==> src/rtl/core/dome_azimuth_positioner_defines.svh <==
// Assertion macros shared by the dome azimuth positioner.
`ifndef DOME_AZIMUTH_POSITIONER_DEFINES_SVH
`define DOME_AZIMUTH_POSITIONER_DEFINES_SVH

// A condition that holds at every clock edge outside reset.
`define DAP_ASSERT_ALWAYS(label, cond, msg) \
    label: assert property (@(posedge clk) disable iff (!rst_n) (cond)) else $error(msg);

// A condition that, once seen, implies another at the following edge.
`define DAP_ASSERT_NEXT(label, ante, cons, msg) \
    label: assert property (@(posedge clk) disable iff (!rst_n) (ante) |=> (cons)) \
        else $error(msg);

`endif

==> src/rtl/core/dap_pkg.sv <==
// Types, codes and helper functions for the dome azimuth positioner.
package dap_pkg;

    localparam int AngleWidth = 9;
    localparam int SpeedWidth = 8;

    localparam logic [AngleWidth-1:0] FullTurn = 9'd360;
    localparam logic [AngleWidth-1:0] HalfTurn = 9'd180;

    localparam logic [2:0] ModeTick  = 3'd0;
    localparam logic [2:0] ModeGoto  = 3'd1;
    localparam logic [2:0] ModeSteps = 3'd2;
    localparam logic [2:0] ModePark  = 3'd3;
    localparam logic [2:0] ModeAbort = 3'd4;

    localparam logic [1:0] StOk    = 2'd0;
    localparam logic [1:0] StBusy  = 2'd1;
    localparam logic [1:0] StAlert = 2'd2;

    typedef struct packed {
        logic [2:0]            mode;
        logic [AngleWidth-1:0] goal_azimuth;
        logic [AngleWidth-1:0] step_amount;
        logic                  step_direction;
        logic                  park_wanted;
    } cmd_t;

    typedef struct packed {
        logic [AngleWidth-1:0] position;
        logic [AngleWidth-1:0] target;
        logic                  direction;
        logic [AngleWidth-1:0] steps;
        logic [1:0]            motion_st;
        logic [1:0]            steps_st;
        logic                  parking;
        logic                  parked;
    } state_t;

    // Reduces a value below twice a full turn into 0 to 359.
    function automatic logic [AngleWidth-1:0] wrap_turn(input logic [AngleWidth:0] value);
        logic [AngleWidth:0] reduced;
        begin
            reduced = value - {1'b0, FullTurn};
            if (value >= {1'b0, FullTurn})
            begin
                wrap_turn = reduced[AngleWidth-1:0];
            end
            else
            begin
                wrap_turn = value[AngleWidth-1:0];
            end
        end
    endfunction

    // Clockwise distance from a to b, both in 0 to 359.
    function automatic logic [AngleWidth-1:0] cw_distance(input logic [AngleWidth-1:0] a,
                                                          input logic [AngleWidth-1:0] b);
        logic [AngleWidth:0] sum;
        begin
            sum = {1'b0, b} + {1'b0, FullTurn} - {1'b0, a};
            cw_distance = wrap_turn(sum);
        end
    endfunction

endpackage

==> src/rtl/core/dap_next_state.sv <==
// Next-state logic: applies one command to the positioner state.
module dap_next_state
(
    input  dap_pkg::cmd_t                   cmd,
    input  dap_pkg::state_t                 state,
    input  logic [dap_pkg::SpeedWidth-1:0]  speed,
    output dap_pkg::state_t                 state_next
);

    logic [dap_pkg::AngleWidth-1:0] goal_wrapped;
    logic [dap_pkg::AngleWidth-1:0] amount_wrapped;
    logic [dap_pkg::AngleWidth-1:0] goto_dist;
    logic [dap_pkg::AngleWidth-1:0] tick_dist;
    logic [dap_pkg::AngleWidth-1:0] pos_fwd;
    logic [dap_pkg::AngleWidth-1:0] pos_back;
    logic [dap_pkg::AngleWidth-1:0] steps_fwd;
    logic [dap_pkg::AngleWidth-1:0] steps_back;
    logic [dap_pkg::AngleWidth:0]   speed_ext;

    assign speed_ext      = {{(dap_pkg::AngleWidth + 1 - dap_pkg::SpeedWidth){1'b0}}, speed};
    assign goal_wrapped   = dap_pkg::wrap_turn({1'b0, cmd.goal_azimuth});
    assign amount_wrapped = dap_pkg::wrap_turn({1'b0, cmd.step_amount});
    assign goto_dist      = dap_pkg::cw_distance(state.position, goal_wrapped);
    assign tick_dist      = state.direction ? dap_pkg::cw_distance(state.target, state.position)
                                            : dap_pkg::cw_distance(state.position, state.target);
    assign pos_fwd        = dap_pkg::wrap_turn({1'b0, state.position} + speed_ext);
    assign pos_back       = dap_pkg::wrap_turn({1'b0, state.position} + {1'b0, dap_pkg::FullTurn}
                                               - speed_ext);
    assign steps_fwd      = dap_pkg::wrap_turn({1'b0, state.position} + {1'b0, amount_wrapped});
    assign steps_back     = dap_pkg::wrap_turn({1'b0, state.position} + {1'b0, dap_pkg::FullTurn}
                                               - {1'b0, amount_wrapped});

    always_comb
    begin
        state_next = state;
        unique case (cmd.mode)
            dap_pkg::ModeTick:
            begin
                if (state.motion_st == dap_pkg::StAlert)
                begin
                    state_next.target   = state.position;
                    state_next.steps_st = dap_pkg::StAlert;
                end
                else if (state.position != state.target)
                begin
                    state_next.motion_st = dap_pkg::StBusy;
                    state_next.steps_st  = dap_pkg::StBusy;
                    if ({1'b0, tick_dist} > speed_ext)
                    begin
                        state_next.position = state.direction ? pos_back : pos_fwd;
                    end
                    else
                    begin
                        state_next.position = state.target;
                    end
                end
                else
                begin
                    state_next.motion_st = dap_pkg::StOk;
                    state_next.steps_st  = dap_pkg::StOk;
                    state_next.parking   = 1'b0;
                end
            end
            dap_pkg::ModeGoto:
            begin
                if (state.parked)
                begin
                    state_next.motion_st = dap_pkg::StAlert;
                end
                else
                begin
                    state_next.target = goal_wrapped;
                    if (goto_dist < dap_pkg::HalfTurn)
                    begin
                        state_next.direction = 1'b0;
                        state_next.steps     = goto_dist;
                    end
                    else if (goto_dist > dap_pkg::HalfTurn)
                    begin
                        state_next.direction = 1'b1;
                        state_next.steps     = dap_pkg::FullTurn - goto_dist;
                    end
                    state_next.motion_st = dap_pkg::StBusy;
                    state_next.steps_st  = dap_pkg::StBusy;
                end
            end
            dap_pkg::ModeSteps:
            begin
                if (state.parked)
                begin
                    state_next.steps_st = dap_pkg::StAlert;
                end
                else
                begin
                    state_next.steps     = amount_wrapped;
                    state_next.direction = cmd.step_direction;
                    state_next.target    = cmd.step_direction ? steps_back : steps_fwd;
                    state_next.motion_st = dap_pkg::StBusy;
                    state_next.steps_st  = dap_pkg::StBusy;
                end
            end
            dap_pkg::ModePark:
            begin
                state_next.parked  = cmd.park_wanted;
                state_next.parking = cmd.park_wanted;
                if (cmd.park_wanted)
                begin
                    if (state.position > dap_pkg::HalfTurn)
                    begin
                        state_next.direction = 1'b0;
                        state_next.steps     = dap_pkg::FullTurn - state.position;
                    end
                    else if (state.position < dap_pkg::HalfTurn)
                    begin
                        state_next.direction = 1'b1;
                        state_next.steps     = state.position;
                    end
                    state_next.target    = '0;
                    state_next.motion_st = dap_pkg::StBusy;
                    state_next.steps_st  = dap_pkg::StBusy;
                end
            end
            dap_pkg::ModeAbort:
            begin
                if (state.motion_st == dap_pkg::StBusy)
                begin
                    state_next.motion_st = dap_pkg::StAlert;
                end
            end
            default:
            begin
                state_next = state;
            end
        endcase
    end

endmodule

==> src/rtl/core/dome_azimuth_positioner.sv <==
// Top level of the dome azimuth positioner: command register, state and result register.
// The positioner takes one command item per clock cycle while the output side is ready
// and returns one result item for each. A command first lands in an input register; the
// next-state logic then applies it combinationally to the dome state, and the state
// register itself is the result register, so the result always shows the state after
// that command. A stalled output holds the result and at most one further command waits
// in the input register. The speed register resets to one degree per tick and is written
// through the configuration channel, which is always ready.
`include "dome_azimuth_positioner_defines.svh"

module dome_azimuth_positioner
(
    input  logic        clk,
    input  logic        rst_n,
    input  logic        cfg_valid,
    output logic        cfg_ready,
    input  logic [7:0]  cfg_data,       // speed_degrees
    input  logic        s_axis_tvalid,
    output logic        s_axis_tready,
    input  logic [23:0] s_axis_tdata,   // goal_azimuth, step_amount, step_direction, park_wanted
    input  logic [2:0]  s_axis_tuser,   // mode
    output logic        m_axis_tvalid,
    input  logic        m_axis_tready,
    output logic [39:0] m_axis_tdata    // azimuth_now, azimuth_goal, turn_direction,
                                        // planned_steps, motion_status, steps_status,
                                        // park_busy, is_parked
);

    logic                            in_valid_reg;
    dap_pkg::cmd_t                   cmd_reg;
    dap_pkg::cmd_t                   cmd_in;
    logic                            out_valid_reg;
    dap_pkg::state_t                 state_reg;
    dap_pkg::state_t                 state_next;
    logic [dap_pkg::SpeedWidth-1:0]  speed_reg;
    logic                            advance;
    logic                            in_take;

    assign cmd_in.mode           = s_axis_tuser;
    assign cmd_in.goal_azimuth   = s_axis_tdata[8:0];
    assign cmd_in.step_amount    = s_axis_tdata[17:9];
    assign cmd_in.step_direction = s_axis_tdata[18];
    assign cmd_in.park_wanted    = s_axis_tdata[19];

    assign advance       = in_valid_reg && (!out_valid_reg || m_axis_tready);
    assign s_axis_tready = !in_valid_reg || advance;
    assign in_take       = s_axis_tvalid && s_axis_tready;
    assign cfg_ready     = 1'b1;

    dap_next_state u_next_state
    (
        .cmd        (cmd_reg),
        .state      (state_reg),
        .speed      (speed_reg),
        .state_next (state_next)
    );

    always_ff @(posedge clk or negedge rst_n)
    begin
        if (!rst_n)
        begin
            speed_reg <= 8'd1;
        end
        else if (cfg_valid && cfg_ready)
        begin
            speed_reg <= cfg_data;
        end
    end

    always_ff @(posedge clk or negedge rst_n)
    begin
        if (!rst_n)
        begin
            in_valid_reg <= 1'b0;
        end
        else if (in_take)
        begin
            in_valid_reg <= 1'b1;
        end
        else if (advance)
        begin
            in_valid_reg <= 1'b0;
        end
    end

    always_ff @(posedge clk)
    begin
        if (in_take)
        begin
            cmd_reg <= cmd_in;
        end
    end

    always_ff @(posedge clk or negedge rst_n)
    begin
        if (!rst_n)
        begin
            out_valid_reg <= 1'b0;
            state_reg     <= '0;
        end
        else if (advance)
        begin
            out_valid_reg <= 1'b1;
            state_reg     <= state_next;
        end
        else if (m_axis_tready)
        begin
            out_valid_reg <= 1'b0;
        end
    end

    assign m_axis_tvalid       = out_valid_reg;
    assign m_axis_tdata[8:0]   = state_reg.position;
    assign m_axis_tdata[17:9]  = state_reg.target;
    assign m_axis_tdata[18]    = state_reg.direction;
    assign m_axis_tdata[27:19] = state_reg.steps;
    assign m_axis_tdata[29:28] = state_reg.motion_st;
    assign m_axis_tdata[31:30] = state_reg.steps_st;
    assign m_axis_tdata[32]    = state_reg.parking;
    assign m_axis_tdata[33]    = state_reg.parked;
    assign m_axis_tdata[39:34] = 6'd0;

    `DAP_ASSERT_ALWAYS(a_position_range, state_reg.position < dap_pkg::FullTurn, "Azimuth out of range.")
    `DAP_ASSERT_ALWAYS(a_parking_parked, !state_reg.parking || state_reg.parked, "Parking while not parked.")
    `DAP_ASSERT_NEXT(a_advance_result, advance, out_valid_reg, "Applied command gave no result.")
    `DAP_ASSERT_NEXT(a_cmd_held, in_valid_reg && !advance, in_valid_reg, "Waiting command was lost.")

endmodule

==> config.mk <==
export PLATFORM = sky130hd
export DESIGN_NAME = dome_azimuth_positioner
export DESIGN_NICKNAME = d
export VERILOG_FILES = /design/src/rtl/core/dap_pkg.sv /design/src/rtl/core/dap_next_state.sv /design/src/rtl/core/dome_azimuth_positioner.sv
export VERILOG_INCLUDE_DIRS = /design/src /design/src/rtl/core
export SDC_FILE = /design/constraint.sdc
export NUM_CORES = 1
export LEC_CHECK = 0
export ABC_AREA = 0
export ABC_CLOCK_PERIOD_IN_PS = 5350
export BUFFER_PORTS_ARGS = -buffer_cell sky130_fd_sc_hd__buf_2
export CELL_PAD_IN_SITES_DETAIL_PLACEMENT = 0
export CELL_PAD_IN_SITES_GLOBAL_PLACEMENT = 1
export CORE_MARGIN = 2
export CORE_UTILIZATION = 43
export CTS_CLUSTER_SIZE = 30
export DETAILED_ROUTE_END_ITERATION = 8
export GPL_ROUTABILITY_DRIVEN = 0
export PLACE_DENSITY = 0.75
export REMOVE_ABC_BUFFERS = 1
export SETUP_SLACK_MARGIN = 0.4
export SYNTH_ARGS = -nofsm -noshare
export SYNTH_HDL_FRONTEND = slang
export SYNTH_HIERARCHICAL = 1
export SYNTH_SLANG_ARGS = --single-unit
==> constraint.sdc <==
create_clock -name clk -period 5.35 [get_ports clk]
set_clock_uncertainty 0.1 [all_clocks]
set_input_delay 0.535 -clock clk [delete_from_list [all_inputs] [get_ports clk]]
set_output_delay 0.535 -clock clk [all_outputs]
set_load 0.01 [all_outputs]
# After elaboration in Yosys (flattened, before gate mapping)

Cells that the tools add are included.

Add/subtract/negate cells: 21
Multiplexer cells: 38
Bitwise gates (word level): 1
$lt $le $gt $ge: 14
Equality and inequality tests: 16
Reduce and logical (&&, ||, !) cells: 20

Operator list:

| operator             | number |
|---|---|
| $mux 9               | 14 |
| $sub 9x9->9 const B  | 9 |
| $ge 10x9->1 const B  | 7 |
| $mux 10              | 4 |
| $sub 10x9->10        | 4 |
| $pmux 9 s4           | 1 |
| $add 9x9->10 const B | 3 |
| $pmux 10 s3          | 1 |
| $mux 23              | 1 |
| $mux 21              | 1 |
| $mux 19              | 1 |
| $ge 9x9->1 const B   | 2 |
| $gt 9x8->1 const B   | 2 |
| $lt 9x8->1 const B   | 2 |
| $sub 9x9->9 const A  | 2 |
| $reduce_and 4->1     | 3 |
| $reduce_and 6->1     | 2 |
| $add 9x8->10         | 1 |
| $add 9x9->10         | 1 |
| $mux 2               | 5 |
| $ne 2x2->1 const B   | 5 |
| $pmux 2 s5           | 1 |
| $sub 10x8->10        | 1 |
| $gt 9x8->1           | 1 |
| other kinds (23)     | 36 |

Output and inout bits: 43
Register bits after elaboration: 67
Input port bits: 40
Word-level logic and storage cells: 126

# Longest topological paths before layout

Depth after elaboration: 11
Depth in mapped cells: 26
Depth with buffers taken out: 25

# Modules after synthesis

The synthesis kept the hierarchy.

By module, submodules not included:

| module                  | area each (µm²) | sequential area each (µm²) | times used | cells an instance |
|---|---|---|---|---|
| dap_next_state          | 6926.6          | 0.0                        | 1          | 997 |
| dome_azimuth_positioner | 2556.2          | 1793.0                     | 1          | 128 |

# Worst setup path before layout

OpenSTA, ideal clock, no wires.

Path type: reg-to-reg
Start point: register cmd_reg[15] in the netlist's numbering
End point: register state_reg, in the netlist m_axis_tdata[20]
Setup slack: -25 ps
Data arrival time: 5150 ps
Stages on the path, launching flop included: 21
Setup time: 125 ps
Data required time: 5125 ps
Clock period less this slack: 5375 ps
Path buffers: 0
Cells stage by stage: edfxtp_1 -> or4b_2 -> o21ai_0 -> nor2b_1 -> o21a_1 -> o211a_1 -> xnor2_1 -> ha_1 -> inv_1 -> ha_1 -> and2_1 -> a221oi_2 -> a211oi_1 -> a211o_1 -> a21oi_4 -> mux2_4 -> a211o_1 -> o211a_1 -> a2111oi_2 -> nor3_1 -> mux2_4

RTL lines:

| item                   | line                           | RTL |
|---|---|---|
| start, declared        | dome_azimuth_positioner.sv:30  | `dap_pkg::cmd_t cmd_reg;` |
| start signal, assigned | dome_azimuth_positioner.sv:90  | `cmd_reg <= cmd_in;` |
| end signal, assigned   | dome_azimuth_positioner.sv:104 | `state_reg <= state_next;` |
| end, declared          | dome_azimuth_positioner.sv:33  | `dap_pkg::state_t state_reg;` |

==> results.yml <==
global_routing:
  grt_pass1_vias: 8803
  grt_pass1_wl_um: 48200
  antenna_found_initial: 0
  grt_max_degree: 45
  overflow: 0
  grt_usage: 0.261
yosys:
  ys_types: 106
  ys_top_cells_by_count: "ha_1, inv_1, a21oi_1"
  avgSynthCellArea_um2: 8.43
  synth_area_leaders: "ha_1, dfrtp_1, edfxtp_1"
  syn_inst: 1125
  synth_top_area_frac: 0.132
  yosys_most_used_dff: "dfrtp_1"
  yosys_warnings: 6
  syn_area_um2: 9480
  synth_edf_count: 23
  seq_area_frac_synth: 0.189
  synth-seq-cells: 67
  synth_most_common_cell: "ha_1"
  synth_top_cell_by_area: "ha_1"
  async_reset_ff_frac: 0.657
worst_setup_path:
  reg2reg_to: "m_axis_tdata[25]$_DFFE_PN0P_"
  crit_buf_inv: 4
  cp-start-kind: "flop"
  worstPathMaxFanout: 4
  crit_arrival_ns: 5.36
  worst_path_max_delay_cell: "or4b_4"
  r2r_cells: 23
  r2r_start: "cmd_reg[11]$_DFFE_PP_"
  crit_path_max_incr_delay_ns: 0.55
  worstSetupEndpointType: "flop"
  crit_type: "flop to flop"
  cpLargestDelayFamily: "compound AO/OA/AOI/OAI gates"
  path_cells: "or4b_4 -> o21ai_2 -> nor2b_4 -> o21a_4 -> o211a_4 -> xnor2_4 -> ha_4 -> inv_2 -> ha_4 -> and2_4 -> a221oi_4 -> buf_6 -> and3b_2 -> o32ai_4 -> a21oi_4 -> buf_6 -> mux2i_4 -> a21oi_4 -> o32ai_2 -> a211oi_2 -> buf_4 -> o22a_1 -> mux2_4"
  rrSetupSlack_ns: 0.12
  cp.required_ns: 5.48
placed_design:
  dp_hpwl_um: 24300
  port_buffers: 71
  dpl-instance-area_um2: 10800
sta:
  period_share: 0.977
  finalSetupViolCount: 0
  rsz0062_at_grt: "true"
  fmaxAchievable_ghz: 0.191
  period_needed_ns: 5.23
  maxSlewHeadroom: 0.395
  tns_ns: 0
  max_slew.worst_pin.slew_ns: 0.907
  finalMaxSlewViolations: 0
  timing_hold_violations_final: 0
cts:
  cts_root_buffer: "clkbuf_16"
  clk_pin_slew_ns: 0.06
  numCtsBuffers: 9
  clk_latency_ns: 0.35
  cts_buffer_depth: 2
  clock-sinks: 67
  cts_tree: "done"
  cts_max_level: 3
status:
  status: "completed"
routing:
  antenna_left: 0
  drc: 0
  drt_pass1_iterations: 6
  vias_per_cell: 5.88
  routed_wl_um: 31700
  wl_per_cell_um: 19.8
  drtIter0Drc: 727
  vias: 9424
die:
  num_rows: 54
  core_um2: 21800
  die_area_um2: 23300
  die_width_um: 153
  start_util: 0.436
  die_y_um: 153
  io-pin-count: 83
cells_and_area:
  largest_reg_flops: 34
  design_area_um2: 12500
  diodes: 0
  final_nets: 1464
  synthToLayoutAreaGrowth_pct: 31.7
  drive_above_1_share: 0.349
job:
  cap_viol_max_count: 0
min_path:
  hp-class: "input port to asynchronous set/reset pin"
==> per-layer routing <==
layer / up-vias / GRT usage / wire [um]
met1: 4514 / 0.346 / 14000
met3: 62 / 0.0395 / 1760
met5: - / 0 / 0
li1: 4568 / - / -
met2: 280 / 0.435 / 14900
met4: 0 / 0.0877 / 1060
==> logic make-up after synthesis <==
group,share of synthesized area
adder cells (fa/ha/maj),0.148
flip-flops,0.189
XOR/XNOR,0.0698
AND/OR/NAND/NOR,0.183
other,0.000792
AO/OA/AOI/OAI,0.261
multiplexers,0.0884
buffers and inverters,0.0600
==> metrics by stage <==
stage	hold WS, ns	util	worst slack, ns	cells
6_report	0.173	0.574	0.124	1602
5_1_grt	0.225	0.574	0.000252	1602
4_1_cts	0.214	0.538	0.0514	1581
3_5_place_dp	0.427	0.496	-0.389	1548
3_3_place_gp	0.426	0.496	-0.288	1548
2_1_floorplan	0.139	-	-0.0264	1083
==> cell type report <==
cell class | instances | area, um2
clock buffer | 10 | 239
inverter | 82 | 310
timing repair buffer | 223 | 1550
tap | 280 | 350
multi-input combinational | 934 | 8150
sequential | 67 | 1800
clock inverter | 6 | 93.8
fill | 1958 | 9260
==> what timing repair did <==
| item | CTS | global route |
|---|---|---|
| hold buffers | 0 | 0 |
| pin swaps | 37 | 57 |
| endpoints found under the setup margin | 19 | 22 |
| gates resized for setup | 90 | 115 |
| setup buffers | 17 | 21 |
==> worst max path at each step <==
stage | start | depth (start not counted) | to | slack, ns
2_1_floorplan | cmd_reg[15]$_DFFE_PP_ | 20 | m_axis_tdata[20]$_DFFE_PN0P_ | -0.03
3_3_place_gp | cmd_reg[15]$_DFFE_PP_ | 21 | m_axis_tdata[25]$_DFFE_PN0P_ | -0.29
3_5_place_dp | cmd_reg[15]$_DFFE_PP_ | 22 | m_axis_tdata[25]$_DFFE_PN0P_ | -0.39
4_1_cts | cmd_reg[15]$_DFFE_PP_ | 21 | m_axis_tdata[22]$_DFFE_PN0P_ | 0.05
5_1_grt | cmd_reg[12]$_DFFE_PP_ | 23 | m_axis_tdata[25]$_DFFE_PN0P_ | 0.0003
6_report | cmd_reg[11]$_DFFE_PP_ | 23 | m_axis_tdata[25]$_DFFE_PN0P_ | 0.12
==> cell usage in the layout, fill, tap and decap left out, types with 20 or more instances in the layout <==
cell,Yosys,routed
buf_4,7,141
nand2_1,76,74
inv_1,81,72
nor2_1,77,72
ha_1,100,72
buf_2,2,71
a21oi_1,78,61
o21ai_0,66,52
dfrtp_1,43,37
mux2_4,31,32
xnor2_1,41,28
xor2_1,30,26
nor3_1,28,25
ha_4,0,25
nand2b_1,23,23
edfxtp_1,23,23
o21a_1,24,23
nor2b_1,24,20
Power is left out: the tool's default activity adds up to more than one toggle a clock period on the data nets, which glitch-free logic cannot reach.
